## src/hdl/gprr_pkg.sv

```systemverilog
// Package: shared constants, types and tables for the grid phase ramp rotator.
`timescale 1ns / 1ps
package gprr_pkg;
    localparam int MaxDim       = 1024;
    localparam int SampleBits   = 16;
    localparam int PhaseBits    = 32;
    localparam int CordicSteps  = 16;
    localparam int IdxBits      = 10;
    localparam int SizeBits     = 11;
    localparam int WaveBits     = 24;
    localparam int CfgIdxBits   = 3;
    localparam int CfgDataBits  = 24;
    localparam int QueueDepth   = 4;
    localparam int QueuePtrBits = 2;
    localparam int CordicBits   = 34;

    localparam logic [CfgIdxBits-1:0] RegXSize  = 3'd0;
    localparam logic [CfgIdxBits-1:0] RegYSize  = 3'd1;
    localparam logic [CfgIdxBits-1:0] RegZSize  = 3'd2;
    localparam logic [CfgIdxBits-1:0] RegZOff   = 3'd3;
    localparam logic [CfgIdxBits-1:0] RegWaveX  = 3'd4;
    localparam logic [CfgIdxBits-1:0] RegWaveY  = 3'd5;
    localparam logic [CfgIdxBits-1:0] RegWaveZ  = 3'd6;

    localparam logic signed [CordicBits-1:0] InvGain = 34'sd652032874;

    typedef struct packed {
        logic signed [SampleBits-1:0] re;
        logic signed [SampleBits-1:0] im;
        logic                         last;
        logic [PhaseBits-1:0]         phase;
    } t_job;

    function automatic logic signed [CordicBits-1:0] atan_turn(input logic [3:0] k);
        logic signed [CordicBits-1:0] v;
        case (k)
            4'd0:  v = 34'sh020000000;
            4'd1:  v = 34'sh012E4051E;
            4'd2:  v = 34'sh009FB385B;
            4'd3:  v = 34'sh0051111D4;
            4'd4:  v = 34'sh0028B0D43;
            4'd5:  v = 34'sh00145D7E1;
            4'd6:  v = 34'sh000A2F61E;
            4'd7:  v = 34'sh000517C55;
            4'd8:  v = 34'sh00028BE53;
            4'd9:  v = 34'sh000145F2F;
            4'd10: v = 34'sh0000A2F98;
            4'd11: v = 34'sh0000517CC;
            4'd12: v = 34'sh000028BE6;
            4'd13: v = 34'sh0000145F3;
            4'd14: v = 34'sh00000A2FA;
            default: v = 34'sh00000517D;
        endcase
        return v;
    endfunction
endpackage

```

## src/hdl/gprr_queue.sv

```systemverilog
// Short request queue between the front and back ends.
`timescale 1ns / 1ps
module gprr_queue
    import gprr_pkg::*;
(
    input  logic i_clk,
    input  logic i_rst_n,
    input  logic i_push,
    input  t_job i_job,
    output logic o_full,
    input  logic i_pop,
    output logic o_empty,
    output t_job o_job
);
    t_job r_mem [QueueDepth];
    logic [QueuePtrBits-1:0] r_wp, r_rp;
    logic [QueuePtrBits:0]   r_cnt;

    assign o_full  = r_cnt == (QueuePtrBits+1)'(QueueDepth);
    assign o_empty = r_cnt == '0;
    assign o_job   = r_mem[r_rp];

    always_ff @(posedge i_clk) begin
        if (i_push) r_mem[r_wp] <= i_job;
        if (!i_rst_n) begin
            r_wp <= '0; r_rp <= '0; r_cnt <= '0;
        end else begin
            if (i_push) r_wp <= r_wp + 1'b1;
            if (i_pop)  r_rp <= r_rp + 1'b1;
            r_cnt <= r_cnt + (QueuePtrBits+1)'(i_push) - (QueuePtrBits+1)'(i_pop);
        end
    end
endmodule

```

## config.mk

```make
export PLATFORM = sky130hd
export DESIGN_NAME = gprr_queue
export DESIGN_NICKNAME = d
export VERILOG_FILES = /design/src/hdl/gprr_pkg.sv /design/src/hdl/gprr_queue.sv
export SDC_FILE = /design/constraint.sdc
export NUM_CORES = 1
export LEC_CHECK = 0
export BUFFER_PORTS_ARGS = -buffer_cell sky130_fd_sc_hd__buf_2
export CAP_MARGIN = 20
export CORE_ASPECT_RATIO = 0.6
export CORE_UTILIZATION = 57
export DETAILED_ROUTE_END_ITERATION = 12
export HOLD_SLACK_MARGIN = 0.1
export PLACE_DENSITY_LB_ADDON = 0.05
export SYNTH_ARGS = -nofsm -noshare
export SYNTH_HDL_FRONTEND = slang
export SYNTH_SLANG_ARGS = --single-unit
```

## constraint.sdc

```tcl
create_clock -name i_clk -period 3.65 [get_ports i_clk]
set_clock_uncertainty 0.2 [all_clocks]
set_input_delay 0.9125 -clock i_clk [delete_from_list [all_inputs] [get_ports i_clk]]
set_output_delay 0.9125 -clock i_clk [all_outputs]
set_load 0.02 [all_outputs]
```

==> results.md <==
Logic synthesis:
- The net count of the mapped netlist is 458.
- In the synthesized netlist, the number of instances is ~380.
- The per-instance average area after synthesis is approximately 26 um^2.
- The synthesized netlist occupies a cell area of between 0.009 and 0.01 mm^2.
- The number of distinct library cells after synthesis is 21.
- The flip-flop and latch count after synthesis is roughly 270.
- The Yosys step of the flow raised 0 warnings.
- The sequential area share after synthesis is 0.810.

Worst setup path:
- The worst setup path is of the reg -> out kind.
- In this run the worst path has a maximum fanout of 31.
- On the worst path, the slowest cell contributes a delay of 570 ps.
- The worst setup path is launched from a flop.
- Traced cell by cell, the critical path runs through buf_12, mux4_2, buf_2.
- The critical path data required time is between 2000 and 3000 ps.
- The slowest stage of the critical path belongs to the cell mux4_2.
- At the worst endpoint, the arrival time is between 2000 and 2500 ps.
- The type of destination of the critical path is an output pin.

STA:
- The final setup violation count is 0.
- After layout, the minimum clock period comes to ~3200 ps.
- The transition time at the pin with the least slew margin is slightly above 600 ps.
- The final-report hold violation count is 0.
- The timing-limited maximum frequency is roughly 310 MHz.
- The worst pin sits at a relative slew slack of 0.588.
- The final critical-path share of the clock period is 0.885.
- Setup repair after global routing left no endpoint under its margin.
- The number of slew-limit violations in the final report is 0.
- In the final timing run, aggregate negative setup slack is 0 ps.

Clock network:
- Post-CTS repair changed the size of 0 cells.
- The number of sinks driven by the clock tree is 269.
- After clock tree synthesis, the clock-pin slew on the worst setup and hold paths is 60 ps.
- TritonCTS built the clock tree.
- The total setup buffers inserted after CTS is 0.
- In this run the number of H-tree levels came out at 1.
- The longest clock path from root to sink contains 3 buffers.
- The clock latency reported for the late side of the worst-skew pair is ~500 ps.
- Counting the buffers created by CTS gives 24.
- The count of hold-fix buffers inserted at cts is 0.
- The buffer type at the clock tree root is clkbuf_16.

Place:
- The global placement routability congestion is roughly 0.73.
- After legalization and detailed placement, the total HPWL measured between 10 and 15 mm.
- In this run the cell area measured after placement is around 0.011 mm^2.
- Input and output buffers added on the ports amount to 135.

Final layout:
- The end-of-flow core utilization is 0.700.
- From synthesis to final layout, the design area changed by 17.5%.
- After routing the design area is approximately 0.012 mm^2.
- Of the cells placed in the final design, the portion with a size suffix greater than 1 is 0.451.
- The count of nets after finishing is slightly above 600.
- The layout has about 1100 filler cells.

Die:
- The count of pins on the block boundary is ~140.
- The starting density of the core is 0.595.
- In this run the standard cell core region covers approximately 0.017 mm^2.
- From bottom edge to top edge, the die measures roughly 100 um.
- The number of rows in the core area is 36.
- The die footprint is 0.0179 mm^2.
- The die width is 172 um.

Detailed routing:
- The final routed wirelength across all metal layers is 16.9 mm.
- The detailed-route vias per instance is around 5.5.
- In this run, the number of DRC markers left after iteration 0 of detailed routing was about 300.
- The first detailed-routing pass ran for 4 iterations.
- Dividing the detail-routed wire length by the instance count gives approximately 22 um.
- For this block, the via count after detailed routing is roughly 4300.
- For this run, design rule violations remaining after detail routing come to 0.
- The remaining antenna violation count is 0.

Run:
- Across the run, the number of max-cap violations was 0.

Power and ir drop:
- The leakage component of the power is 3.93 nW.
- Across the VDD grid, the largest voltage drop is approximately 370 uV.
- The cell area power density is between 500 and 600 mW/mm^2.

Global route:
- Across every metal layer, demand over resource in global routing totals 0.198.
- The number of global-route vias before repair is between 4000 and 5000.
- The initial antenna violation count was 3.
- Global routing finished with a remaining overflow of 0.
- The first global-routing pass estimated about 26 mm of wire.
- The largest net degree at the start of global routing is 39.

Min path:
- The path class of the tightest hold or removal check is reg -> reg.

Run status:
- The flow ran to the end, and the final reports show no timing, DRC or antenna violations.
-- logic make-up after synthesis --
family | share of synthesized area
simple gates | 0.00761
fa+ha+maj | 0.00964
buf+inv | 0.0181
compound gates | 0.00152
flops | 0.810
mux | 0.149
xor+xnor | 0.00418
-- Yosys cell counts (all sizes together) --
cell | n | share of area
a21bo | 1 | 0.0010
nor3 | 1 | 0.00051
mux2i | 1 | 0.0010
xor3 | 1 | 0.0024
buf | 13 | 0.015
ha | 6 | 0.0076
and3 | 1 | 0.00063
and2 | 6 | 0.0038
mux4 | 65 | 0.15
fa | 1 | 0.0020
clkbuf | 1 | 0.00038
inv | 7 | 0.0027
nor2 | 5 | 0.0019
dfxtp | 9 | 0.018
xnor2 | 2 | 0.0018
edfxtp | 260 | 0.79
nand3b | 1 | 0.00076
a21oi | 1 | 0.00051
-- report_power, final --
part	leakage [nW]	internal (W)	switching, W
Clock	0.368	0.00137	0.00102
Combinational	1.10	0.000316	0.000421
Sequential	2.46	0.00355	0.0000567
Total	3.93	0.00523	0.00150
-- layout make-up --
cell class	instances	area [um^2]	area share
clock buffers	33	676	0.0583
inverters	7	26.3	0.00227
repair buffers	144	818	0.0706
multi-input cells	92	1710	0.148
clock inverters	11	81.3	0.00701
well taps	228	285	0.0246
diodes	1	2.50	0.000216
flip-flops and latches	269	8000	0.690
-- cells in the final DEF, fill, tap and decap left out, drive strengths merged, types with 2 or more instances in the layout --
cell	n
xnor2	2
ha	6
inv	7
edfxtp	260
buf	144
mux4	65
dfxtp	9
clkinv	8
clkbuf	33
nor2	5
clkinvlp	2
and2	6
-- sequential cells by signal, indices dropped and copies added (netlist names), named ones only --
register	count
r_mem	260
r_cnt	3
r_rp	2
r_wp	2
-- critical path: cells and delay by family (launching register included) --
kind / cells / cell delay [ps]
flops: 1 / 530
mux: 1 / 570
buf+inv: 2 / 470
-- worst paths after layout --
path,startpoint,to,slack (ps),depth (start not counted)
min reg2reg,r_wp[0],r_wp[0],370,2
max,flop,o_job[20],420,3
max reg2reg,r_cnt[0],r_cnt[2],1670,7
min,r_wp[0],r_wp[0],370,2
-- per-stage QoR --
stage	std cells	total power [W]	setup WS (ps)	hold WS, ps
2_1_floorplan	382	0.00416	579	299
5_1_grt	784	0.00695	314	397
3_5_place_dp	740	0.00442	897	353
4_1_cts	784	0.00679	368	365
6_report	785	0.00673	418	367
3_3_place_gp	740	0.00440	915	303
-- per-layer routing --
layer,vias to the layer above,track usage,routed length [um]
met1,2247,0.277,7270
met2,136,0.318,8140
met5,-,0,19
met3,26,0.0544,1240
li1,1934,-,-
met4,4,0.0392,283
No activity file was read; power rests on OpenSTA's default activity.
