## src/hdl/gprr_pkg.sv

```systemverilog
// Package: shared constants, types and tables for the grid phase ramp rotator.
`timescale 1ns / 1ps
package gprr_pkg;
    localparam int MaxDim       = 1024;
    localparam int SampleBits   = 16;
    localparam int PhaseBits    = 32;
    localparam int CordicSteps  = 16;
    localparam int IdxBits      = 10;
    localparam int SizeBits     = 11;
    localparam int WaveBits     = 24;
    localparam int CfgIdxBits   = 3;
    localparam int CfgDataBits  = 24;
    localparam int QueueDepth   = 4;
    localparam int QueuePtrBits = 2;
    localparam int CordicBits   = 34;

    localparam logic [CfgIdxBits-1:0] RegXSize  = 3'd0;
    localparam logic [CfgIdxBits-1:0] RegYSize  = 3'd1;
    localparam logic [CfgIdxBits-1:0] RegZSize  = 3'd2;
    localparam logic [CfgIdxBits-1:0] RegZOff   = 3'd3;
    localparam logic [CfgIdxBits-1:0] RegWaveX  = 3'd4;
    localparam logic [CfgIdxBits-1:0] RegWaveY  = 3'd5;
    localparam logic [CfgIdxBits-1:0] RegWaveZ  = 3'd6;

    localparam logic signed [CordicBits-1:0] InvGain = 34'sd652032874;

    typedef struct packed {
        logic signed [SampleBits-1:0] re;
        logic signed [SampleBits-1:0] im;
        logic                         last;
        logic [PhaseBits-1:0]         phase;
    } t_job;

    function automatic logic signed [CordicBits-1:0] atan_turn(input logic [3:0] k);
        logic signed [CordicBits-1:0] v;
        case (k)
            4'd0:  v = 34'sh020000000;
            4'd1:  v = 34'sh012E4051E;
            4'd2:  v = 34'sh009FB385B;
            4'd3:  v = 34'sh0051111D4;
            4'd4:  v = 34'sh0028B0D43;
            4'd5:  v = 34'sh00145D7E1;
            4'd6:  v = 34'sh000A2F61E;
            4'd7:  v = 34'sh000517C55;
            4'd8:  v = 34'sh00028BE53;
            4'd9:  v = 34'sh000145F2F;
            4'd10: v = 34'sh0000A2F98;
            4'd11: v = 34'sh0000517CC;
            4'd12: v = 34'sh000028BE6;
            4'd13: v = 34'sh0000145F3;
            4'd14: v = 34'sh00000A2FA;
            default: v = 34'sh00000517D;
        endcase
        return v;
    endfunction
endpackage

```

## src/hdl/gprr_front.sv

```systemverilog
// Front end: config registers, step division, index counters and phase per sample.
`timescale 1ns / 1ps
module gprr_front
    import gprr_pkg::*;
(
    input  logic                         i_clk,
    input  logic                         i_rst_n,
    input  logic                         i_cfg_we,
    input  logic [CfgIdxBits-1:0]        i_cfg_idx,
    input  logic [CfgDataBits-1:0]       i_cfg_data,
    input  logic                         i_valid,
    output logic                         o_ready,
    input  logic signed [SampleBits-1:0] i_re,
    input  logic signed [SampleBits-1:0] i_im,
    input  logic                         i_last,
    output logic                         o_push,
    output t_job                         o_job,
    input  logic                         i_full
);
    typedef enum logic [2:0] {S_DIV, S_MUL, S_RUN} t_state;

    localparam int NumBits = WaveBits + PhaseBits - 16;
    localparam int DivSteps = NumBits;

    t_state r_state;
    logic [SizeBits-1:0] r_xs, r_ys, r_zs;
    logic [IdxBits-1:0]  r_zoff;
    logic [WaveBits-1:0] r_wx, r_wy, r_wz;
    logic [IdxBits-1:0]  r_xi, r_yi, r_zi;
    logic [PhaseBits-1:0] r_px, r_py, r_pz, r_sx, r_sy, r_sz;
    logic [1:0]          r_axis;
    logic [5:0]          r_cnt;
    logic [NumBits-1:0]  r_num;
    logic [SizeBits:0]   r_rem;
    logic [NumBits-1:0]  r_quo;

    function automatic logic [SizeBits-1:0] eff(input logic [SizeBits-1:0] v);
        if (v == '0) return SizeBits'(1);
        if (v > SizeBits'(MaxDim)) return SizeBits'(MaxDim);
        return v;
    endfunction

    logic [SizeBits-1:0] w_n;
    logic [WaveBits-1:0] w_wave;
    logic                w_neg;
    logic [WaveBits-1:0] w_mag;
    logic [SizeBits:0]   w_trial;
    logic [PhaseBits-1:0] w_step;
    logic [SizeBits-1:0] w_xe, w_ye;

    always_comb begin
        unique case (r_axis)
            2'd0:    begin w_n = eff(r_xs); w_wave = r_wx; end
            2'd1:    begin w_n = eff(r_ys); w_wave = r_wy; end
            default: begin w_n = eff(r_zs); w_wave = r_wz; end
        endcase
        w_neg  = w_wave[WaveBits-1];
        w_mag  = w_neg ? (~w_wave + 1'b1) : w_wave;
        w_trial = {r_rem[SizeBits-1:0], r_num[NumBits-1]};
        w_step = w_neg ? PhaseBits'(~r_quo + 1'b1) : PhaseBits'(r_quo);
        w_xe = eff(r_xs);
        w_ye = eff(r_ys);
    end

    assign o_ready = (r_state == S_RUN) && !i_full;
    assign o_push  = i_valid && o_ready;
    assign o_job.re = i_re;
    assign o_job.im = i_im;
    assign o_job.last = i_last;
    assign o_job.phase = r_px + r_py + r_pz;

    always_ff @(posedge i_clk) begin
        if (!i_rst_n) begin
            r_state <= S_DIV;
            r_xs <= SizeBits'(1); r_ys <= SizeBits'(1); r_zs <= SizeBits'(1);
            r_zoff <= '0; r_wx <= '0; r_wy <= '0; r_wz <= '0;
            r_axis <= '0; r_cnt <= '0;
            r_xi <= '0; r_yi <= '0; r_zi <= '0;
            r_px <= '0; r_py <= '0; r_pz <= '0;
        end else if (i_cfg_we && i_cfg_idx <= RegWaveZ) begin
            unique case (i_cfg_idx)
                RegXSize: r_xs <= i_cfg_data[SizeBits-1:0];
                RegYSize: r_ys <= i_cfg_data[SizeBits-1:0];
                RegZSize: r_zs <= i_cfg_data[SizeBits-1:0];
                RegZOff:  r_zoff <= i_cfg_data[IdxBits-1:0];
                RegWaveX: r_wx <= i_cfg_data;
                RegWaveY: r_wy <= i_cfg_data;
                default:  r_wz <= i_cfg_data;
            endcase
            r_state <= S_DIV; r_axis <= '0; r_cnt <= '0;
        end else begin
            unique case (r_state)
                S_DIV: begin
                    if (r_cnt == '0) begin
                        r_num <= {w_mag, 16'd0} + NumBits'(w_n >> 1);
                        r_rem <= '0;
                        r_cnt <= 6'd1;
                    end else if (r_cnt <= 6'(DivSteps)) begin
                        r_num <= {r_num[NumBits-2:0], 1'b0};
                        if (w_trial >= {1'b0, w_n}) begin
                            r_rem <= w_trial - {1'b0, w_n};
                            r_quo <= {r_quo[NumBits-2:0], 1'b1};
                        end else begin
                            r_rem <= w_trial;
                            r_quo <= {r_quo[NumBits-2:0], 1'b0};
                        end
                        r_cnt <= r_cnt + 1'b1;
                    end else begin
                        unique case (r_axis)
                            2'd0:    r_sx <= w_step;
                            2'd1:    r_sy <= w_step;
                            default: r_sz <= w_step;
                        endcase
                        r_cnt <= '0;
                        if (r_axis == 2'd2) begin
                            r_state <= S_MUL;
                            r_pz <= '0;
                        end else begin
                            r_axis <= r_axis + 1'b1;
                        end
                    end
                end
                S_MUL: begin
                    if (r_cnt == 6'(IdxBits)) begin
                        r_state <= S_RUN;
                    end else begin
                        r_pz <= r_pz + (r_zoff[4'(IdxBits-1) - r_cnt[3:0]] ?
                                        r_sz : '0) + r_pz;
                        r_cnt <= r_cnt + 1'b1;
                    end
                    r_xi <= '0; r_yi <= '0; r_zi <= '0;
                    r_px <= '0; r_py <= '0;
                end
                default: begin
                    if (o_push) begin
                        if (i_last) begin
                            r_state <= S_MUL; r_cnt <= '0; r_pz <= '0;
                        end else if (SizeBits'(r_xi) + 1'b1 < w_xe) begin
                            r_xi <= r_xi + 1'b1; r_px <= r_px + r_sx;
                        end else begin
                            r_xi <= '0; r_px <= '0;
                            if (SizeBits'(r_yi) + 1'b1 < w_ye) begin
                                r_yi <= r_yi + 1'b1; r_py <= r_py + r_sy;
                            end else begin
                                r_yi <= '0; r_py <= '0;
                                r_zi <= r_zi + 1'b1; r_pz <= r_pz + r_sz;
                            end
                        end
                    end
                end
            endcase
        end
    end
endmodule

```

## config.mk

```make
export PLATFORM = sky130hd
export DESIGN_NAME = gprr_front
export DESIGN_NICKNAME = d
export VERILOG_FILES = /design/src/hdl/gprr_pkg.sv /design/src/hdl/gprr_front.sv
export SDC_FILE = /design/constraint.sdc
export NUM_CORES = 1
export LEC_CHECK = 0
export ABC_AREA = 1
export BUFFER_PORTS_ARGS = -buffer_cell sky130_fd_sc_hd__buf_2
export CAP_MARGIN = 0
export CORE_MARGIN = 2
export CORE_UTILIZATION = 63
export CTS_CLUSTER_SIZE = 16
export DETAILED_ROUTE_END_ITERATION = 10
export GPL_TIMING_DRIVEN = 0
export PLACE_DENSITY_LB_ADDON = 0.3
export SYNTH_ARGS = -nofsm -noshare
export SYNTH_HDL_FRONTEND = slang
export SYNTH_SLANG_ARGS = --single-unit
export TNS_END_PERCENT = 50
```

## constraint.sdc

```tcl
create_clock -name i_clk -period 7.5 [get_ports i_clk]
set_input_delay 1.875 -clock i_clk [delete_from_list [all_inputs] [get_ports i_clk]]
set_output_delay 1.875 -clock i_clk [all_outputs]
set_load 0.1 [all_outputs]
```

==> impl_metrics.csv <==
group,metric,value,unit
drt,wl,87400,µm
sta,fin_tns_setup,0,ps
critical_path,crit_chain,"fa_1 > ha_1 > inv_1 > fa_1 > o21ai_0 > nand3_1 > nand3_1 > nand3_1 > nand2_1 > nand2_1 > o211ai_1 > nand2_1 > nand2_1 > xnor2_1 > buf_2",
synth,synth_cells,3699,
critical_path,max_stage_delay,620,ps
worst_hold_path,min_to,"r_wy[1]$_SDFFE_PN0P_",
clock_tree,cts_max_path_buffers,3,
grt,grt_pass1_wl,135000,µm
finish,num-nets-final,4150,
grt,grt_max_degree,37,
drt,highest_layer,"met4",
finish,final_cell_mix,"nand2_1 (696), nor2_1 (510), inv_1 (387), a21oi_1 (356), o21ai_0 (286)",
placed_design,portBuffers,99,
drt,dr.pass1.iters,6,
synth,synth-edff-count,179,
synth,netlist_area,28000,µm²
critical_path,cp_slowest_cell,"fa_1",
finish,multiInputGateArea,15600,µm²
floorplanning,die_x,215,µm
grt,grt_pass1_vias,24570,
finish,fillers,3772,
clock_tree,hold_buffers,0,
worst_hold_path,hp-class,"reg -> reg",
synth,synth.distinct_cells,67,
drt,wl_met1,35200,µm
sta,rsz0062_at_grt,"no",
critical_path,crit_top_cell,"nand2_1",
synth,ys_top_cells_by_area,"edfxtp_1 (19%), dfxtp_1 (17%), nand2_1 (9.3%)",
floorplanning,initial_utilization,0.636,
clock_tree,cts_resized,0,
drt,vias_per_cell,5.87,
synth,synth_largest_area_cell,"edfxtp_1",
sta,max_slew_margin,0.312,
critical_path,r2r_slack,2240,ps
sta,skew,12.0,ps
sta,fin_ws,997,ps
clock_tree,numCtsBuffers,45,
clock_tree,htree_levels,2,
sta,drv_slew,0,
clock_tree,clock-root-buffer,"clkbuf_16",
sta,max_clock_freq,154,MHz
critical_path,critPathRequiredTime,5620,ps
synth,synth_top_flop_cell,"dfxtp_1",
power_and_ir_drop,total_power,5.20,mW
synth,netlist.area_leader.share,0.192,
critical_path,critPathMaxFanout,6,
floorplanning,coreArea,44000,µm²
power_and_ir_drop,p_leak,14.1,nW
synth,synth_seq_cells,420,
finish,seq_area,10200,µm²
run,cap_violations,0,
drt,wl_per_cell,19.5,µm
sta,period_share,0.867,
synth,syn_nets,3994,
finish,mostFrequentLayoutCell,"nand2_1",
placed_design,dp_slack,1630,ps
synth,ys_async_sr_fraction,0,
floorplanning,row_count,77,
clock_tree,clk_pin_slew,60,ps
power_and_ir_drop,power_density,168,nW/µm²
placed_design,place_hpwl,69600,µm
clock_tree,clock_latency,600,ps
floorplanning,dieHeight,215,µm
clock_tree,cts_setup_buffers,0,
critical_path,critPathKind,"reg -> out",
placed_design,gp_congestion,1.03,
drt,wl_met3,7590,µm
worst_hold_path,whs_path_depth,2,
critical_path,cp-start-kind,"register",
critical_path,regToRegEndpoint,"r_pz[11]$_SDFFE_PN0P_",
synth,synth_warnings,0,
grt,grt_overflow,0,
power_and_ir_drop,irDropWorstVdd,0.176,mV
sta,tightest_slew,1030,ps
floorplanning,die_area,46200,µm²
floorplanning,ios,132,
drt,dr_total_vias,26337,
synth,synth.yosys.seq_area_share,0.364,
drt,route.met2.wl,38700,µm
worst_hold_path,hp-start,"r_wy[1]$_SDFFE_PN0P_",
grt,antenna_found_initial,1,
critical_path,r2r-start,"r_cnt[1]$_SDFFE_PP0P_",
sta,whs,454,ps
sta,finalCriticalPeriod,6500,ps
sta,setup_viol,0,
critical_path,endpoint_kind,"output pin",
critical_path,rr_worst_depth,22,
finish,area_delta_synth_final,10.3,%
clock_tree,tritoncts,"done",
synth,postSynthAreaPerCell,7.57,µm²
critical_path,crit_arrival,4630,ps
run_status,status,"finished, final reports clean",
grt,grt_usage,0.373,
clock_tree,clock_sinks,420,
drt,ant_nets,0,
finish,drive_above_1_share,0.0794,
drt,post-route-drc-count,0,
sta,finalHoldViolCount,0,
drt,drtIter0Drc,2442,
cells in the mapped netlist, types with 4 or more instances:
| master | count |
|---|---|
| xor2_1 | 117 |
| a21o_1 | 16 |
| buf_6 | 8 |
| a211oi_1 | 5 |
| o221ai_1 | 14 |
| nor2_2 | 8 |
| o211ai_1 | 6 |
| dfxtp_1 | 241 |
| o21ai_1 | 18 |
| nand3_2 | 4 |
| fa_1 | 37 |
| nand2_2 | 8 |
| nor4_1 | 12 |
| o22ai_1 | 28 |
| o21bai_1 | 15 |
| nor3_1 | 38 |
| nand2_1 | 696 |
| xnor2_1 | 47 |
| buf_2 | 16 |
| nand4_1 | 42 |
| nand3_1 | 144 |
| edfxtp_1 | 179 |
| inv_1 | 387 |
| o31ai_1 | 7 |
| o21ai_0 | 286 |
| a22oi_1 | 33 |
| a21oi_1 | 356 |
| or2_2 | 11 |
| o21a_1 | 10 |
| nand3b_1 | 11 |
| nor2_1 | 512 |
| clkbuf_1 | 67 |
| inv_2 | 8 |
| a31oi_1 | 22 |
| ha_1 | 193 |
| a21boi_0 | 13 |
| buf_4 | 40 |
through the flow:
| stage | utilization | instance area, µm² | instances |
|---|---|---|---|
| 4_1_cts | 0.702 | 30900 | 4484 |
| 3_3_place_gp | 0.664 | 29200 | 4390 |
| 2_1_floorplan | - | 28000 | 3699 |
| 5_1_grt | 0.702 | 30900 | 4484 |
| 3_5_place_dp | 0.667 | 29400 | 4400 |
| 6_report | 0.702 | 30900 | 4485 |
layer usage:
layer  vias to the layer above  track usage
li1                      12760            -
met1                     12127        0.483
met2                      1216        0.597
met3                       234       0.0525
met4                         0        0.226
met5                         -            0
where the power goes:
group	internal, mW	switching, mW	total (mW)
clock network	1.33	0.967	2.30
registers	2.43	0.0236	2.46
logic	0.119	0.328	0.447
worst max-delay path, delay by kind of cell (launching register included):
kind	cells	cell delay, ps
buf+inv	2	560
xor+xnor	1	210
simple gates	7	850
flops	1	550
fa+ha+maj	3	1190
compound gates	2	660
cells by family (layout without fill, tap and decap cells):
group / after synthesis / count (layout) / share of synthesized area
compound gates: 853 / 853 / 0.170
xor+xnor: 164 / 164 / 0.0513
fa+ha+maj: 230 / 230 / 0.113
buf+inv: 530 / 723 / 0.0793
flops: 420 / 420 / 0.364
other cells: 0 / 1 / 0
simple gates: 1502 / 1502 / 0.222
flip-flops by register name, indices dropped and copies added, names as in the netlist:
signal and cells:
r_axis 2, r_cnt 6, r_num 40, r_px 32
r_py 32, r_pz 32, r_quo 32, r_rem 11
r_state 2, r_sx 32, r_sy 32, r_sz 32
r_wx 24, r_wy 24, r_wz 24, r_xi 10
r_xs 11, r_yi 10, r_ys 11, r_zoff 10
r_zs 11
how the worst max path moves through the flow:
stage	to	slack, ps	start	depth (start not counted)
2_1_floorplan	r_sz[0]$_DFFE_PP_	1170	i_cfg_idx[1]	7
6_report	o_job[31]	1000	r_pz[1]$_SDFFE_PN0P_	15
3_3_place_gp	r_sz[4]$_DFFE_PP_	-1070	i_cfg_idx[0]	8
4_1_cts	o_job[31]	1000	r_pz[1]$_SDFFE_PN0P_	15
5_1_grt	o_job[31]	780	r_pz[1]$_SDFFE_PN0P_	15
3_5_place_dp	o_job[31]	1630	r_pz[1]$_SDFFE_PN0P_	15
layout make-up:
class	instances	area share
antenna	1	0.0000810
buffer	134	0.0238
clock buffer	63	0.0411
clock inverter	21	0.00778
inverter	396	0.0481
multi-input combinational	2749	0.506
sequential	420	0.330
tap	592	0.0240
timing repair buffer	109	0.0195
No activity file was read; power rests on OpenSTA's default activity.
